File: src/rtl/core/skt_pkg.sv
// Package with the types, codes and defaults of the sorted key table.
package skt_pkg;

    // Default number of table entries.
    localparam int DEPTH_DEF = 256;

    // Operation codes.
    localparam logic OP_SEARCH = 1'b0;
    localparam logic OP_INSERT = 1'b1;

    // Result status codes.
    localparam logic [1:0] ST_OK     = 2'd0;
    localparam logic [1:0] ST_ABSENT = 2'd1;
    localparam logic [1:0] ST_BADPOS = 2'd2;
    localparam logic [1:0] ST_FULL   = 2'd3;

    // One request item.
    typedef struct packed {
        logic        op;
        logic [31:0] key;
        logic [8:0]  position;
        logic [31:0] payload_addr;
        logic [31:0] payload_len;
    } t_req;

    // One result item.
    typedef struct packed {
        logic [1:0]  status;
        logic [8:0]  index;
        logic [31:0] found_addr;
        logic [31:0] found_len;
        logic [8:0]  entry_count;
    } t_rsp;

    // One stored table entry.
    typedef struct packed {
        logic [31:0] key;
        logic [31:0] addr;
        logic [31:0] len;
    } t_entry;

    // Compare flags that a cell reports.
    typedef struct packed {
        logic lt;   // valid entry with a key below the search key
        logic hit;  // this cell is the lower-bound slot
        logic eq;   // valid entry with a key equal to the search key
    } t_cell_flags;

endpackage

File: src/rtl/core/skt_cell.sv
// One table cell: stores an entry, compares it with the key, shifts on insert.
module skt_cell (
    input  logic                 i_clk,
    input  logic [31:0]          i_key,
    input  logic                 i_valid,
    input  logic                 i_lt_left,
    input  skt_pkg::t_entry      i_left,
    input  skt_pkg::t_entry      i_new,
    input  logic                 i_ins,
    output skt_pkg::t_entry      o_entry,
    output skt_pkg::t_cell_flags o_flags
);

    skt_pkg::t_entry r_entry;
    skt_pkg::t_entry n_entry;

    // Compare the stored key with the broadcast key.
    always_comb begin
        o_flags.lt  = i_valid && (r_entry.key < i_key);
        o_flags.eq  = i_valid && (r_entry.key == i_key);
        o_flags.hit = i_lt_left && !o_flags.lt;
    end

    // On insert the slot cell takes the new entry and cells above it take
    // the entry of their left neighbor.
    always_comb begin
        n_entry = r_entry;
        if (i_ins) begin
            if (o_flags.hit) begin
                n_entry = i_new;
            end else if (!o_flags.lt) begin
                n_entry = i_left;
            end
        end
    end

    always_ff @(posedge i_clk) begin
        r_entry <= n_entry;
    end

    assign o_entry = r_entry;

endmodule

File: config.mk
export PLATFORM = sky130hd
export DESIGN_NAME = skt_cell
export DESIGN_NICKNAME = d
export VERILOG_FILES = /design/src/rtl/core/skt_pkg.sv /design/src/rtl/core/skt_cell.sv
export SDC_FILE = /design/constraint.sdc
export NUM_CORES = 1
export LEC_CHECK = 0
export BUFFER_PORTS_ARGS = -buffer_cell sky130_fd_sc_hd__buf_2
export CAP_MARGIN = 20
export CORE_AREA = 2 2 129 131
export CTS_BUF_LIST = sky130_fd_sc_hd__clkbuf_16
export DETAILED_ROUTE_END_ITERATION = 10
export DIE_AREA = 0 0 131 133
export GPL_TIMING_DRIVEN = 0
export SYNTH_ARGS = -nofsm -noshare
export SYNTH_HDL_FRONTEND = slang
export SYNTH_SLANG_ARGS = --single-unit
File: constraint.sdc
create_clock -name i_clk -period 7.8 [get_ports i_clk]
set_input_delay 0.39 -clock i_clk [delete_from_list [all_inputs] [get_ports i_clk]]
set_output_delay 0.39 -clock i_clk [all_outputs]
set_load 0.005 [all_outputs]
---- After elaboration in Yosys (flattened, before gate mapping) ----
Index checks and enable logic that the tools add are counted.
word-level totals
  word-level logic and storage cells ...... 13
  bits in registers ....................... 96
  input port bits ......................... 228
cells by class
  reduce and logical (&&, ||, !) cells .... 5
  mux-type cells .......................... 2
  equality and inequality tests ........... 2
  order comparisons ....................... 1
operators by type and width
  kind                  count
  $mux W96              2
  $eq A32 B32 Y1        1
  $lt A32 B32 Y1        1
  $logic_and A1 B1 Y1   3
  $ne A2 B2 Y1 const B  1
  $reduce_and A2 Y1     1
  $logic_not A1 Y1      1

---- Longest topological paths before layout ----
  depth after elaboration ................. 6
  gate-level depth with buffers ........... 10

---- Worst setup path after synthesis ----
Ideal clock, no wire load.
  path type ............................... register to register
  start point ............................. register r_entry, in the netlist o_entry[78]
  end point ............................... register r_entry, in the netlist o_entry[0], enable pin
  buffers on the path ..................... 0
  slack ................................... 1.388 ns
  stages on the path, launching flop included .. 8
  data required time ...................... 7.238 ns
  period minus slack after synthesis ...... 6.412 ns
  arrival time ............................ 5.850 ns
  cell sequence ........................... edfxtp_1 ha_1 nand4_1 nor4_1 a21boi_0 or3_1 a21oi_1 nor2b_1
RTL lines
  element                   line            source
  start: declaration        skt_cell.sv:14  skt_pkg::t_entry r_entry;
  start signal: assignment  skt_cell.sv:38  r_entry <= n_entry;

==> flow_summary.yaml <==
status:
  outcome: "finished clean"
global_routing:
  grt_pass1_vias: 4190
  antenna_found_initial: 0
  grt_overflow_total: 0
  grt_pass1_wl_mm: 20.4
  grt.total_usage: 0.153
  grt_max_degree: 36
placed_design:
  dpl.hpwl_mm: 11.1
  dpl_cell_area_um2: 6880
  place_inst: 868
  globalplace.congestion: 0.761
  dp_slack_ns: 4.41
  io_buffer_count: 326
critical_path:
  cpMostUsedCell: "buf_6"
  critical_path_buf_inv_count: 4
  crit_path_end: "o_flags[1]"
  crit_cells: 10
  cp-startpoint: "o_entry[82]$_DFFE_PP_"
  crit_required_ns: 7.41
  endpoint_kind: "output pin"
  slowest_delay_ns: 0.47
  reg2reg_from: "o_entry[82]$_DFFE_PP_"
  rr_endpoint: "o_entry[80]$_DFFE_PP_"
  r2r_slack_ns: 4.57
  crit_family: "compound AO/OA/AOI/OAI gates"
  reg2reg_depth: 9
  cp_max_fo: 10
  start_kind: "register"
  crit_slowest_cell: "a22oi_4"
  cp.arrival_ns: 3.07
  path_class: "reg2out"
  path_cells: "ha_1 -> and3_1 -> a221o_1 -> a21oi_1 -> o211ai_1 -> a22oi_4 -> buf_6 -> buf_6 -> inv_1 -> buf_2"
detailed_routing:
  finalWirelength_mm: 13.6
  detail-route-antenna-nets: 0
  post-route-drc-count: 0
  drt_pass1_iterations: 4
  vias: 3900
  viasPerCell: 4.41
  drt_iter0_drc: 86
  avgRoutedWirePerCell_um: 15.3
clock_network:
  cts-root-buf: "clkbuf_16"
  postCtsHoldBufs: 0
  cts_tree: "done"
  numClockSinks: 96
  clk_path_buf_depth: 2
  clk_pin_slew_ns: 0.07
  cts_htree_levels: 3
  cts_resized: 0
  clk_latency_ns: 0.34
  numCtsBuffers: 9
  post-cts-setup-buffers: 0
sta:
  skew_ns: 0.00720
  grt_setup_unrepaired: "false"
  setup_ws_ns: 4.34
  fin_crit_sh: 0.444
  setup_violations: 0
  finalWorstPathRequiredPeriod_ns: 3.46
  slew_headroom: 0.644
  timing.hold.ws_ns: 0.323
  setup_tns_ns: 0
  drv_slew: 0
  worst_pin_slew_ns: 0.533
  hold_viol_final: 0
  fmax_ghz: 0.289
layout:
  design_area_um2: 7170
  final_common_cell: "buf_2"
  diodes: 0
  largest_register_ffs: 96
  layout_common_cells: "buf_2, edfxtp_1, mux2_2"
  stdcell_count: 884
  drive_above_1_share: 0.637
  syn2layout_area_growth_pct: 46.5
  fillers: 1519
  postLayoutCoreUtil: 0.443
  nNetsFinal: 919
min_path:
  hp-class: "in2reg"
power:
  peakVddDrop_v: 0.0000901
  power.leakage_nw: 3.39
  seqPwrFrac: 0.474
  power_mw: 1.35
  p_int_mw: 1.02
  switchingPower_mw: 0.331
  p_clk_frac: 0.331
  p_per_area_nw_per_um2: 188
  pwr-share-comb: 0.194
  sw_frac_of_total: 0.245
yosys:
  ys_ff_latch: 96
  syn_area_um2: 4890
  yosys.area.top_type_share: 0.589
  avgSynthCellArea_um2: 15.3
  postSynthCellCount: 319
  synth.area.top_cells: "edfxtp_1, mux2_2, ha_1"
  syn_nets: 579
  seq_area_frac_synth: 0.589
  post_synth_num_cell_types: 28
  yosys_warnings: 0
  synth_area_leader_cell: "edfxtp_1"
flow_run:
  max-cap-violations: 0
floorplan:
  dieArea_um2: 17400
  die_h_um: 133
  io-pin-count: 327
  start_util: 0.303
  die_w_um: 131
  fp-row-count: 47
  coreArea_um2: 16200
worst min-delay path by stage:
stage                                       end  slack (ns)  cells after the start      start
after floorplan           o_entry[66]$_DFFE_PP_        0.59                      1  i_new[66]
after global placement    o_entry[88]$_DFFE_PP_        0.67                      2  i_new[88]
after detailed placement  o_entry[77]$_DFFE_PP_        0.68                      2  i_new[77]
after CTS                 o_entry[69]$_DFFE_PP_        0.31                      2  i_new[69]
after global routing      o_entry[77]$_DFFE_PP_        0.31                      2  i_new[77]
final                     o_entry[69]$_DFFE_PP_        0.32                      2  i_new[69]
worst register-to-register path, stage by stage (launching register included):
cell and delay (ns):
edfxtp_1 0.42, ha_1 0.31, and3_1 0.20, a221o_1 0.36, a21oi_1 0.17, o211ai_1 0.19, a22oi_4 0.47, buf_6 0.26
buf_6 0.19, mux2_1 0.38
area by class of cell:
class	count	area, µm²	share of cell area
Timing Repair Buffer	329	1700	0.237
Clock buffer	9	225	0.0314
Sequential cell	96	2880	0.402
Inverter	33	124	0.0173
Multi-Input combinational cell	180	1800	0.252
Tap cell	220	275	0.0384
Clock inverter	7	68.8	0.00960
Buffer	10	90.1	0.0126
power groups by stage:
stage / sequential, mW / clock [mW] / combinational [mW]
floorplan: 0.664 / 0 / 0.120
global placement: 0.660 / 0 / 0.252
detailed placement: 0.653 / 0 / 0.266
CTS: 0.641 / 0.459 / 0.268
global route: 0.645 / 0.483 / 0.292
finish: 0.641 / 0.447 / 0.263
synth_stat cells:
library cell	n
edfxtp_1	96
and3_1	2
nor2b_1	2
mux2_2	67
inv_1	33
o211ai_1	2
nand2_1	7
nand4_1	4
nor4_1	2
a21o_1	2
mux2_1	29
a21oi_1	12
a221o_1	2
buf_4	6
ha_1	32
and2_1	1
o21ai_1	1
nand2b_1	1
and4_1	2
or3_1	1
nand3_1	3
o21ai_0	1
a22oi_1	1
a21boi_0	1
a211oi_1	1
nor2_1	3
a22oi_4	1
buf_6	4
per-layer routing:
layer  part of all wire  global-route usage  vias up
met4              0.024              0.0591        0
met5                  0                   0        -
li1                   -                   -     1882
met3              0.096              0.0590       29
met2               0.50               0.268      192
met1               0.38               0.166     1797
logic make-up (layout without fill, tap and decap cells):
logic type	Yosys count	count (layout)	share of synthesized area
buffers and inverters	43	388	0.0437
muxes	96	96	0.221
AOI/OAI and AO/OA	24	24	0.0335
DFF	96	96	0.589
adders and majority gates	32	32	0.0818
and+or+nand+nor	28	28	0.0309
Power figures use the tool's default switching activity.
